File: config.mk
export PLATFORM = sky130hd
export DESIGN_NAME = sha256_stream_hasher_top_flat
export DESIGN_NICKNAME = d
export VERILOG_FILES = /design/src/hw/rtl/s256_pkg.sv /design/src/hw/rtl/s256_if.sv /design/src/hw/rtl/s256_blkbuf.sv /design/src/hw/rtl/s256_hmem.sv /design/src/hw/rtl/s256_core.sv /design/src/hw/rtl/sha256_stream_hasher_top.sv /design/src/flat_wrapper.sv
export SDC_FILE = /design/constraint.sdc
export NUM_CORES = 2
export LEC_CHECK = 0
export BUFFER_PORTS_ARGS = -buffer_cell sky130_fd_sc_hd__buf_2
export CAP_MARGIN = 20
export CELL_PAD_IN_SITES_DETAIL_PLACEMENT = 0
export CELL_PAD_IN_SITES_GLOBAL_PLACEMENT = 1
export CORE_ASPECT_RATIO = 1.1
export CORE_MARGIN = 3
export CORE_UTILIZATION = 57
export CTS_BUF_LIST = sky130_fd_sc_hd__clkbuf_16
export DETAILED_ROUTE_END_ITERATION = 10
export PLACE_DENSITY = 0.92
export SLEW_MARGIN = 20
export SYNTH_ARGS = -nofsm -noshare
export SYNTH_HDL_FRONTEND = slang
export SYNTH_SLANG_ARGS = --single-unit
export TNS_END_PERCENT = 5
File: constraint.sdc
create_clock -name i_clk -period 65.1 [get_ports i_clk]
set_clock_uncertainty 0.15 [all_clocks]
set_input_delay 19.53 -clock i_clk [delete_from_list [all_inputs] [get_ports i_clk]]
set_output_delay 19.53 -clock i_clk [all_outputs]
set_load 0.03 [all_outputs]
File: src/hw/rtl/s256_pkg.sv
// SHA-256 stream hasher package: state codes, control structs, round constants.
// Used by every module of the hasher; depends on nothing.
`default_nettype none
package s256_pkg;

    localparam int unsigned BlkBytes = 64;
    localparam int unsigned BlkWords = BlkBytes / 4;
    localparam int unsigned Rounds   = 64;
    localparam int unsigned LenPos   = 56;

    typedef enum logic [2:0] {
        ST_IDLE,
        ST_LOAD,
        ST_ROUND,
        ST_ADD,
        ST_OUT_RD,
        ST_OUT_LD,
        ST_OUT_WT
    } t_state;

    // How the block store formats the words of the block being compressed
    typedef struct packed {
        logic [6:0]  fill;   // stored bytes in front of the padding
        logic        pad;    // 0x80 marker at position fill
        logic        len;    // bit length in the last eight bytes
        logic [63:0] total;  // message bit length
    } t_blk_mode;

    // Commands from the sequencer to the round datapath
    typedef struct packed {
        logic       shift;   // shift hash word into the working registers
        logic       round;   // run one compression round
        logic [5:0] idx;     // round number
    } t_core_cmd;

    function automatic logic [31:0] rotr(input logic [31:0] x, input int unsigned n);
        rotr = (x >> n) | (x << (32 - n));
    endfunction

    function automatic logic [31:0] iv_word(input logic [2:0] i);
        case (i)
            3'd0:    iv_word = 32'h6a09e667;
            3'd1:    iv_word = 32'hbb67ae85;
            3'd2:    iv_word = 32'h3c6ef372;
            3'd3:    iv_word = 32'ha54ff53a;
            3'd4:    iv_word = 32'h510e527f;
            3'd5:    iv_word = 32'h9b05688c;
            3'd6:    iv_word = 32'h1f83d9ab;
            default: iv_word = 32'h5be0cd19;
        endcase
    endfunction

    function automatic logic [31:0] k_word(input logic [5:0] r);
        case (r)
            6'd0:  k_word = 32'h428a2f98; 6'd1:  k_word = 32'h71374491;
            6'd2:  k_word = 32'hb5c0fbcf; 6'd3:  k_word = 32'he9b5dba5;
            6'd4:  k_word = 32'h3956c25b; 6'd5:  k_word = 32'h59f111f1;
            6'd6:  k_word = 32'h923f82a4; 6'd7:  k_word = 32'hab1c5ed5;
            6'd8:  k_word = 32'hd807aa98; 6'd9:  k_word = 32'h12835b01;
            6'd10: k_word = 32'h243185be; 6'd11: k_word = 32'h550c7dc3;
            6'd12: k_word = 32'h72be5d74; 6'd13: k_word = 32'h80deb1fe;
            6'd14: k_word = 32'h9bdc06a7; 6'd15: k_word = 32'hc19bf174;
            6'd16: k_word = 32'he49b69c1; 6'd17: k_word = 32'hefbe4786;
            6'd18: k_word = 32'h0fc19dc6; 6'd19: k_word = 32'h240ca1cc;
            6'd20: k_word = 32'h2de92c6f; 6'd21: k_word = 32'h4a7484aa;
            6'd22: k_word = 32'h5cb0a9dc; 6'd23: k_word = 32'h76f988da;
            6'd24: k_word = 32'h983e5152; 6'd25: k_word = 32'ha831c66d;
            6'd26: k_word = 32'hb00327c8; 6'd27: k_word = 32'hbf597fc7;
            6'd28: k_word = 32'hc6e00bf3; 6'd29: k_word = 32'hd5a79147;
            6'd30: k_word = 32'h06ca6351; 6'd31: k_word = 32'h14292967;
            6'd32: k_word = 32'h27b70a85; 6'd33: k_word = 32'h2e1b2138;
            6'd34: k_word = 32'h4d2c6dfc; 6'd35: k_word = 32'h53380d13;
            6'd36: k_word = 32'h650a7354; 6'd37: k_word = 32'h766a0abb;
            6'd38: k_word = 32'h81c2c92e; 6'd39: k_word = 32'h92722c85;
            6'd40: k_word = 32'ha2bfe8a1; 6'd41: k_word = 32'ha81a664b;
            6'd42: k_word = 32'hc24b8b70; 6'd43: k_word = 32'hc76c51a3;
            6'd44: k_word = 32'hd192e819; 6'd45: k_word = 32'hd6990624;
            6'd46: k_word = 32'hf40e3585; 6'd47: k_word = 32'h106aa070;
            6'd48: k_word = 32'h19a4c116; 6'd49: k_word = 32'h1e376c08;
            6'd50: k_word = 32'h2748774c; 6'd51: k_word = 32'h34b0bcb5;
            6'd52: k_word = 32'h391c0cb3; 6'd53: k_word = 32'h4ed8aa4a;
            6'd54: k_word = 32'h5b9cca4f; 6'd55: k_word = 32'h682e6ff3;
            6'd56: k_word = 32'h748f82ee; 6'd57: k_word = 32'h78a5636f;
            6'd58: k_word = 32'h84c87814; 6'd59: k_word = 32'h8cc70208;
            6'd60: k_word = 32'h90befffa; 6'd61: k_word = 32'ha4506ceb;
            6'd62: k_word = 32'hbef9a3f7; default: k_word = 32'hc67178f2;
        endcase
    endfunction

endpackage
`default_nettype wire

File: src/hw/rtl/s256_if.sv
// Stream interfaces of the SHA-256 hasher: byte input and digest output.
// Valid/ready handshake; depends on nothing.
`default_nettype none
interface s256_in_if;
    logic       valid;
    logic       ready;
    logic [7:0] data_byte;
    logic       byte_valid;
    logic       end_of_message;
    modport source (output valid, output data_byte, output byte_valid,
                    output end_of_message, input ready);
    modport sink (input valid, input data_byte, input byte_valid,
                  input end_of_message, output ready);
endinterface

interface s256_out_if;
    logic        valid;
    logic        ready;
    logic [31:0] digest_word;
    logic [2:0]  word_index;
    logic        last_word;
    modport source (output valid, output digest_word, output word_index,
                    output last_word, input ready);
    modport sink (input valid, input digest_word, input word_index,
                  input last_word, output ready);
endinterface
`default_nettype wire

File: src/hw/rtl/s256_blkbuf.sv
// Block store: 16 x 32-bit memory with byte-lane writes and registered read,
// plus padding/length insertion on the read side. Uses s256_pkg.
`default_nettype none
module s256_blkbuf (
    input  wire logic                 i_clk,
    input  wire logic                 i_wr_en,
    input  wire logic [5:0]           i_wr_pos,
    input  wire logic [7:0]           i_wr_byte,
    input  wire logic [3:0]           i_rd_addr,
    input  wire s256_pkg::t_blk_mode  i_mode,
    output logic [31:0]               o_word
);
    import s256_pkg::*;

    logic [31:0] r_mem [BlkWords];
    logic [31:0] r_rd_word;
    logic [3:0]  r_rd_addr;
    logic [5:0]  pos [4];

    // Write one byte lane, read one word
    always_ff @(posedge i_clk) begin
        if (i_wr_en) begin
            r_mem[i_wr_pos[5:2]][{~i_wr_pos[1:0], 3'b000} +: 8] <= i_wr_byte;
        end
        r_rd_word <= r_mem[i_rd_addr];
        r_rd_addr <= i_rd_addr;
    end

    // Replace bytes past the fill by the marker, zeros or the bit length
    always_comb begin
        for (int k = 0; k < 4; k++) begin
            pos[k] = {r_rd_addr, 2'(k)};
            if ({1'b0, pos[k]} < i_mode.fill) begin
                o_word[(3 - k) * 8 +: 8] = r_rd_word[(3 - k) * 8 +: 8];
            end else if (i_mode.pad && ({1'b0, pos[k]} == i_mode.fill)) begin
                o_word[(3 - k) * 8 +: 8] = 8'h80;
            end else if (i_mode.len && (pos[k] >= 6'(LenPos))) begin
                o_word[(3 - k) * 8 +: 8] = i_mode.total[{~pos[k][2:0], 3'b000} +: 8];
            end else begin
                o_word[(3 - k) * 8 +: 8] = 8'h00;
            end
        end
    end
endmodule
`default_nettype wire

File: src/hw/rtl/s256_hmem.sv
// Hash word memory: 8 x 32 with registered read; reads the initial hash
// values while the fresh flag is set. Uses s256_pkg.
`default_nettype none
module s256_hmem (
    input  wire logic        i_clk,
    input  wire logic        i_rst_n,
    input  wire logic        i_wr_en,
    input  wire logic [2:0]  i_wr_addr,
    input  wire logic [31:0] i_wr_data,
    input  wire logic [2:0]  i_rd_addr,
    input  wire logic        i_fresh_set,
    input  wire logic        i_fresh_clr,
    output logic [31:0]      o_rd_data
);
    import s256_pkg::*;

    logic [31:0] r_mem [8];
    logic        r_fresh;

    // Track whether the memory still stands for the initial values
    always_ff @(posedge i_clk) begin
        if (!i_rst_n) begin
            r_fresh <= 1'b1;
        end else if (i_fresh_set) begin
            r_fresh <= 1'b1;
        end else if (i_fresh_clr) begin
            r_fresh <= 1'b0;
        end
    end

    // Write back and read one word
    always_ff @(posedge i_clk) begin
        if (i_wr_en) begin
            r_mem[i_wr_addr] <= i_wr_data;
        end
        o_rd_data <= r_fresh ? iv_word(i_rd_addr) : r_mem[i_rd_addr];
    end
endmodule
`default_nettype wire

File: src/hw/rtl/s256_core.sv
// Round datapath: working registers a..h and the rolling 16-word schedule
// window, one round per cycle. Uses s256_pkg.
`default_nettype none
module s256_core (
    input  wire logic                i_clk,
    input  wire s256_pkg::t_core_cmd i_cmd,
    input  wire logic [31:0]         i_hash_word,
    input  wire logic [31:0]         i_blk_word,
    output logic [31:0]              o_head
);
    import s256_pkg::*;

    logic [31:0] r_v [8];
    logic [31:0] r_w [BlkWords];
    logic [31:0] w_cur, s0, s1, t1, t2, sig_e, sig_a, ch, maj;

    // Schedule word and round sums
    always_comb begin
        s0 = rotr(r_w[1], 7) ^ rotr(r_w[1], 18) ^ (r_w[1] >> 3);
        s1 = rotr(r_w[14], 17) ^ rotr(r_w[14], 19) ^ (r_w[14] >> 10);
        w_cur = (i_cmd.idx < 6'(BlkWords)) ? i_blk_word : (r_w[0] + s0 + r_w[9] + s1);
        sig_e = rotr(r_v[4], 6) ^ rotr(r_v[4], 11) ^ rotr(r_v[4], 25);
        sig_a = rotr(r_v[0], 2) ^ rotr(r_v[0], 13) ^ rotr(r_v[0], 22);
        ch    = (r_v[4] & r_v[5]) ^ (~r_v[4] & r_v[6]);
        maj   = (r_v[0] & r_v[1]) ^ (r_v[0] & r_v[2]) ^ (r_v[1] & r_v[2]);
        t1    = r_v[7] + sig_e + ch + k_word(i_cmd.idx) + w_cur;
        t2    = sig_a + maj;
    end

    // Shift in hash words, or advance one round
    always_ff @(posedge i_clk) begin
        if (i_cmd.shift) begin
            for (int i = 0; i < 7; i++) r_v[i] <= r_v[i + 1];
            r_v[7] <= i_hash_word;
        end else if (i_cmd.round) begin
            r_v[7] <= r_v[6];
            r_v[6] <= r_v[5];
            r_v[5] <= r_v[4];
            r_v[4] <= r_v[3] + t1;
            r_v[3] <= r_v[2];
            r_v[2] <= r_v[1];
            r_v[1] <= r_v[0];
            r_v[0] <= t1 + t2;
            for (int i = 0; i < BlkWords - 1; i++) r_w[i] <= r_w[i + 1];
            r_w[BlkWords - 1] <= w_cur;
        end
    end

    assign o_head = r_v[0];
endmodule
`default_nettype wire

File: src/hw/rtl/sha256_stream_hasher_top.sv
// SHA-256 stream hasher top level: sequencer over block store, hash memory
// and round datapath. Uses s256_pkg, s256_if, s256_blkbuf, s256_hmem, s256_core.
//
//  channel  dir  handshake      beat payload
//  i_in     in   valid/ready    data_byte, byte_valid, end_of_message
//  o_out    out  valid/ready    digest_word, word_index, last_word
//
// A beat without a full block or end of message is taken while idle, and the
// sequencer stays idle. Each 64-byte block loads the hash memory into the working
// registers, runs 64 rounds, then adds and writes back; input is held off meanwhile.
// End of message runs one or two blocks, then each digest word is read, loaded
// and held until taken. Reset is synchronous and restarts the message.
`default_nettype none
module sha256_stream_hasher_top (
    input  wire logic i_clk,
    input  wire logic i_rst_n,
    s256_in_if.sink   i_in,
    s256_out_if.source o_out
);
    import s256_pkg::*;

    t_state      r_state, n_state;
    logic [5:0]  r_ctr;
    logic [5:0]  r_cnt;
    logic [63:0] r_bits;
    logic        r_eom_pend, r_final, r_second;
    t_blk_mode   r_mode;
    logic [2:0]  r_oidx;
    logic        r_ovalid;
    logic [31:0] r_odata;

    logic        acc, full;
    logic [6:0]  cnt_new;
    logic [5:0]  fin_c;
    logic [63:0] fin_total;

    logic        blk_wr;
    logic [3:0]  blk_raddr;
    logic [31:0] blk_word;
    logic        h_wr, fresh_set, fresh_clr;
    logic [2:0]  h_waddr, h_raddr;
    logic [31:0] h_rdata, head;
    t_core_cmd   cmd;

    assign acc     = i_in.valid && i_in.ready;
    assign cnt_new = {1'b0, r_cnt} + {6'd0, i_in.byte_valid};
    assign full    = cnt_new[6];
    assign fin_c   = (r_state == ST_IDLE) ? cnt_new[5:0] : 6'd0;
    assign fin_total = r_bits + {55'd0, fin_c, 3'b000};

    // Next state
    always_comb begin
        n_state = r_state;
        case (r_state)
            ST_IDLE:   if (acc && (full || i_in.end_of_message)) n_state = ST_LOAD;
            ST_LOAD:   if (r_ctr == 6'd8) n_state = ST_ROUND;
            ST_ROUND:  if (r_ctr == 6'(Rounds - 1)) n_state = ST_ADD;
            ST_ADD: begin
                if (r_ctr == 6'd8) begin
                    if (r_final) n_state = ST_OUT_RD;
                    else if (r_second || r_eom_pend) n_state = ST_LOAD;
                    else n_state = ST_IDLE;
                end
            end
            ST_OUT_RD: n_state = ST_OUT_LD;
            ST_OUT_LD: n_state = ST_OUT_WT;
            ST_OUT_WT: begin
                if (o_out.ready) n_state = (r_oidx == 3'd7) ? ST_IDLE : ST_OUT_RD;
            end
            default:   n_state = ST_IDLE;
        endcase
    end

    // Outputs of the sequencer
    always_comb begin
        i_in.ready = (r_state == ST_IDLE);
        blk_wr     = acc && i_in.byte_valid;
        blk_raddr  = (r_state == ST_ROUND) ? (r_ctr[3:0] + 4'd1) : 4'd0;
        h_raddr    = (r_state == ST_OUT_RD) ? r_oidx : r_ctr[2:0];
        h_wr       = (r_state == ST_ADD) && (r_ctr != 6'd0);
        h_waddr    = r_ctr[2:0] - 3'd1;
        fresh_clr  = (r_state == ST_ADD) && (r_ctr == 6'd8);
        fresh_set  = (r_state == ST_OUT_WT) && o_out.ready && (r_oidx == 3'd7);
        cmd.shift  = ((r_state == ST_LOAD) || (r_state == ST_ADD)) && (r_ctr != 6'd0);
        cmd.round  = (r_state == ST_ROUND);
        cmd.idx    = r_ctr;
    end

    // Advance state and step counter
    always_ff @(posedge i_clk) begin
        if (!i_rst_n) begin
            r_state <= ST_IDLE;
            r_ctr   <= 6'd0;
        end else begin
            r_state <= n_state;
            r_ctr   <= (n_state != r_state) ? 6'd0 : (r_ctr + 6'd1);
        end
    end

    // Track fill, bit count and the layout of the next block
    always_ff @(posedge i_clk) begin
        if (!i_rst_n) begin
            r_cnt      <= 6'd0;
            r_bits     <= 64'd0;
            r_eom_pend <= 1'b0;
            r_final    <= 1'b0;
            r_second   <= 1'b0;
        end else begin
            if (r_state == ST_IDLE && acc) begin
                if (full) begin
                    r_cnt       <= 6'd0;
                    r_bits      <= r_bits + 64'd512;
                    r_mode.fill <= 7'(BlkBytes);
                    r_mode.pad  <= 1'b0;
                    r_mode.len  <= 1'b0;
                    r_final     <= 1'b0;
                    r_second    <= 1'b0;
                    r_eom_pend  <= i_in.end_of_message;
                end else if (i_in.end_of_message) begin
                    r_cnt        <= 6'd0;
                    r_mode.fill  <= {1'b0, fin_c};
                    r_mode.pad   <= 1'b1;
                    r_mode.total <= fin_total;
                    r_mode.len   <= (fin_c < 6'(LenPos));
                    r_final      <= (fin_c < 6'(LenPos));
                    r_second     <= (fin_c >= 6'(LenPos));
                end else begin
                    r_cnt <= cnt_new[5:0];
                end
            end
            if (r_state == ST_ADD && r_ctr == 6'd8 && !r_final) begin
                if (r_second) begin
                    r_mode.fill <= 7'd0;
                    r_mode.pad  <= 1'b0;
                    r_mode.len  <= 1'b1;
                    r_final     <= 1'b1;
                    r_second    <= 1'b0;
                end else if (r_eom_pend) begin
                    r_mode.fill  <= 7'd0;
                    r_mode.pad   <= 1'b1;
                    r_mode.len   <= 1'b1;
                    r_mode.total <= fin_total;
                    r_final      <= 1'b1;
                    r_eom_pend   <= 1'b0;
                end
            end
            if (fresh_set) begin
                r_bits  <= 64'd0;
                r_final <= 1'b0;
            end
        end
    end

    // Hold the digest beat until taken
    always_ff @(posedge i_clk) begin
        if (!i_rst_n) begin
            r_ovalid <= 1'b0;
            r_oidx   <= 3'd0;
        end else if (r_state == ST_OUT_LD) begin
            r_ovalid <= 1'b1;
            r_odata  <= h_rdata;
        end else if (r_state == ST_OUT_WT && o_out.ready) begin
            r_ovalid <= 1'b0;
            r_oidx   <= r_oidx + 3'd1;
        end
    end

    assign o_out.valid       = r_ovalid;
    assign o_out.digest_word = r_odata;
    assign o_out.word_index  = r_oidx;
    assign o_out.last_word   = (r_oidx == 3'd7);

    s256_blkbuf u_blkbuf (
        .i_clk     (i_clk),
        .i_wr_en   (blk_wr),
        .i_wr_pos  (r_cnt),
        .i_wr_byte (i_in.data_byte),
        .i_rd_addr (blk_raddr),
        .i_mode    (r_mode),
        .o_word    (blk_word)
    );

    s256_hmem u_hmem (
        .i_clk       (i_clk),
        .i_rst_n     (i_rst_n),
        .i_wr_en     (h_wr),
        .i_wr_addr   (h_waddr),
        .i_wr_data   (h_rdata + head),
        .i_rd_addr   (h_raddr),
        .i_fresh_set (fresh_set),
        .i_fresh_clr (fresh_clr),
        .o_rd_data   (h_rdata)
    );

    s256_core u_core (
        .i_clk       (i_clk),
        .i_cmd       (cmd),
        .i_hash_word (h_rdata),
        .i_blk_word  (blk_word),
        .o_head      (head)
    );
endmodule
`default_nettype wire
File: src/flat_wrapper.sv
// flat-port wrapper written by rule: the top's interface ports become plain ports
module sha256_stream_hasher_top_flat import s256_pkg::*;
  (i_clk, i_rst_n, i_in_valid, i_in_data_byte, i_in_byte_valid, i_in_end_of_message, i_in_ready, o_out_valid, o_out_digest_word, o_out_word_index, o_out_last_word, o_out_ready);
  s256_in_if i_in_i ();
  s256_out_if o_out_i ();
  input  wire logic i_clk;
  input  wire logic i_rst_n;
  input wire logic [$bits(i_in_i.valid)-1:0] i_in_valid;
  input wire logic [$bits(i_in_i.data_byte)-1:0] i_in_data_byte;
  input wire logic [$bits(i_in_i.byte_valid)-1:0] i_in_byte_valid;
  input wire logic [$bits(i_in_i.end_of_message)-1:0] i_in_end_of_message;
  output wire logic [$bits(i_in_i.ready)-1:0] i_in_ready;
  output wire logic [$bits(o_out_i.valid)-1:0] o_out_valid;
  output wire logic [$bits(o_out_i.digest_word)-1:0] o_out_digest_word;
  output wire logic [$bits(o_out_i.word_index)-1:0] o_out_word_index;
  output wire logic [$bits(o_out_i.last_word)-1:0] o_out_last_word;
  input wire logic [$bits(o_out_i.ready)-1:0] o_out_ready;
  assign i_in_i.valid = i_in_valid;
  assign i_in_i.data_byte = i_in_data_byte;
  assign i_in_i.byte_valid = i_in_byte_valid;
  assign i_in_i.end_of_message = i_in_end_of_message;
  assign i_in_ready = i_in_i.ready;
  assign o_out_valid = o_out_i.valid;
  assign o_out_digest_word = o_out_i.digest_word;
  assign o_out_word_index = o_out_i.word_index;
  assign o_out_last_word = o_out_i.last_word;
  assign o_out_i.ready = o_out_ready;
  sha256_stream_hasher_top u_core (.i_clk(i_clk), .i_rst_n(i_rst_n), .i_in(i_in_i), .o_out(o_out_i));
endmodule
==> flow_summary.toml <==
[detailed_routing]
first_pass_iters = 6
wl_per_cell_um = 26.2
postRouteAntennaNets = 0
vias_per_cell = 6.28
drt_wl_total_mm = 229
drc = 0
drt_iter0_drc = 6678
vias = 54900

[clocking]
ctsHoldBuffers = 0
clock_latency_ns = 0.85
tritoncts = "built"
cts.sinks = 1819
cts_resized = 0
clk_path_buf_depth = 3
cts-root-buf = "clkbuf_16"
post_cts_buffers = 0
cts_buffers = 176
htreeDepth = 4
clk_pin_slew_ns = 0.07

[sta]
rsz0062_at_grt = "no"
tightest_slew_ns = 1.14
maxSlewHeadroom = 0.234
tns_ns = 0
hold_viol_final = 0
fmax_ghz = 0.0419
holdWs_ns = 0.210
setup_viol = 0
timing.final.crit_period_ns = 23.85
maxSlewViolCount = 0
finalCritPeriodShare = 0.366

[cells_and_area]
nets = 7024
drive_gt1_frac = 0.0968
fin_cells = 8742
syn_to_final_growth_pct = 9.55
postLayoutCellArea_sq_um = 93300

[floorplan]
die_w_um = 375
initial_core_util = 0.575
design.core.area_sq_um = 148000
num_rows = 148
die_h_um = 411
dieArea_sq_um = 154000
boundaryPins = 52

[synth]
ys_top_cells_by_area = "edfxtp_1 (58%), nand2_1 (4.5%), fa_1 (4.4%), dfxtp_1 (4.2%), xnor2_1 (3.3%)"
synthFlopType = "edfxtp_1"
yosysUniqueCellTypes = 85
synth_seq_cells = 1819
netlist.area_leader.share = 0.578
synth_edf_count = 1641
async_reset_ff_frac = 0
synth.most_common_cell = "edfxtp_1"
synth_cells = 6669
syn_nets = 7060
yosys_warnings = 0
synth.largest_area_cell = "edfxtp_1"
synthTopCellsByCount = "edfxtp_1 (1,641), nand2_1 (1,020), a21oi_1 (356), inv_1 (335), nor2_1 (327)"
synthesis.area_sq_um = 85200
yosysSeqAreaShare = 0.620
avgSynthCellArea_sq_um = 12.8

[global_route]
grt_max_degree = 191
antenna_found_initial = 6
grt_pass1_vias = 53200
overflow = 0
grt_usage = 0.295
grt_pass1_wl_mm = 341

[pwr]
power_mw = 3.92
ir_drop_mv = 0.0633
power_density_nw_per_um2 = 42.0
p_leak_nw = 33.2

[setup_path]
worst-path-max-fanout = 21
critical_path_class = "in -> reg"
critPathRequiredTime_ns = 65.66
setup.worst_path.start_class = "primary input"
cp.arrival_ns = 24.41
reg2reg_setup_slack_ns = 53.01
endpoint_kind = "flip-flop"

[placed_design]
io_buffers = 51
dp_cells = 8404
place_area_sq_um = 87400
dp_hpwl_mm = 153
gp_congestion = 0.937

[hold_path]
hold_path.class = "reg -> reg"

[flow_run]
maxCapViolCount = 0

[outcome]
status = "finished, final reports clean"
-- state kept, by name, indices dropped and copies added, names as in the netlist, 3 cells and up, named ones only --
register	cells
u_core.o_out.digest_word	32
u_core.u_hmem.o_rd_data	32
u_core.u_blkbuf.r_rd_addr	4
u_core.u_core.r_v	256
u_core.r_cnt	6
u_core.r_ctr	6
u_core.o_out.word_index	3
u_core.u_blkbuf.r_rd_word	32
u_core.u_core.r_w	512
u_core.r_bits	55
u_core.u_hmem.r_mem	256
u_core.u_blkbuf.r_mem	512
u_core.r_state	3
u_core.r_mode	73
-- worst max-delay path, cell delays in order --
cell and delay, ns:
buf_2 0.13, ha_1 0.21, ha_1 0.26, inv_1 0.18, o21ai_0 0.18, nand2_1 0.37
a31oi_1 0.16, nor2_2 0.11, buf_4 0.30, nand2_1 0.57, inv_1 0.65, ha_1 0.23
buf_4 0.33, nand2_1 0.27, o21ai_0 0.25, nor2_1 0.08, a311oi_1 0.26, a21oi_1 0.09
a21oi_1 0.20
-- where the power goes --
part	total [mW]	internal (mW)	leakage (nW)	switching (mW)
Sequential	1.33	1.30	16.1	0.0278
Clock	1.03	0.564	2.98	0.462
Combinational	1.57	0.640	14.1	0.927
Total	3.92	2.51	33.2	1.42
-- layout by cell type (no fill, tap or decap), types with 21 or more instances in the layout --
master	n
and3_1	41
o31ai_1	24
o211ai_1	27
o221ai_1	65
buf_4	99
clkinv_2	30
edfxtp_1	1641
mux4_2	94
clkbuf_16	177
a211oi_1	63
a221oi_1	56
dfxtp_1	176
a311oi_1	48
nor2_1	321
nor2b_1	29
nand2_1	1017
mux2i_1	61
inv_1	368
a21o_1	93
o21bai_1	29
nand3_1	94
nand4_1	21
xor2_1	127
or3_1	38
clkinv_1	39
buf_2	50
nor3_1	110
o21a_1	31
nand2b_1	21
o21ai_0	311
a31oi_1	42
mux2_2	83
fa_1	188
and2_1	52
xnor2_1	314
a21oi_1	355
ha_1	188
-- per-layer routing --
metal	share of wire	global-route usage	up-vias
met5	0.000057	0	-
met4	0.035	0.101	2
met3	0.095	0.0507	491
met2	0.47	0.473	2939
met1	0.40	0.413	27300
li1	-	-	24200
-- worst paths after layout --
check                                           start                                 end  depth (start not counted)
setup / recovery                      i_in_byte_valid                           flip-flop                         19
hold / removal     u_core.u_core.r_w[1][68]$_DFFE_PP_  u_core.u_core.r_w[1][36]$_DFFE_PP_                          0
setup reg to reg  u_core.u_core.r_w[1][212]$_DFFE_PP_  u_core.u_core.r_v[1][31]$_DFFE_PP_                         39
hold reg to reg    u_core.u_core.r_w[1][68]$_DFFE_PP_  u_core.u_core.r_w[1][36]$_DFFE_PP_                          0
-- cell type report --
| type | count | area, sq um |
|---|---|---|
| inverter | 341 | 1290 |
| clock buffer | 177 | 4430 |
| clock inverter | 156 | 1440 |
| antenna | 4 | 10.0 |
| sequential | 1819 | 52800 |
| tap | 1950 | 2440 |
| fill | 10900 | 54800 |
| timing repair buffer | 153 | 1070 |
| multi-input combinational | 4142 | 29800 |
-- stage by stage --
step,utilization,setup slack [ns]
4_1_cts,0.630,41.40
5_1_grt,0.630,40.95
3_5_place_dp,0.590,40.55
2_1_floorplan,-,41.99
6_report,0.630,41.25
3_3_place_gp,0.590,40.66
-- kinds of logic (layout without fill, tap and decap cells) --
group                    count (synthesis)  in the layout  share of synthesized area
adder cells (fa/ha/maj)                381            381                     0.0724
multiplexers                           239            239                     0.0431
other                                    0              4                          0
AND/OR/NAND/NOR                       1818           1818                     0.0922
XOR/XNOR                               445            445                     0.0457
AO/OA/AOI/OAI                         1259           1259                     0.0944
buffers and inverters                  708            827                     0.0319
flip-flops                            1819           1819                      0.620
Note: power is estimated with default switching activity, not from simulation.
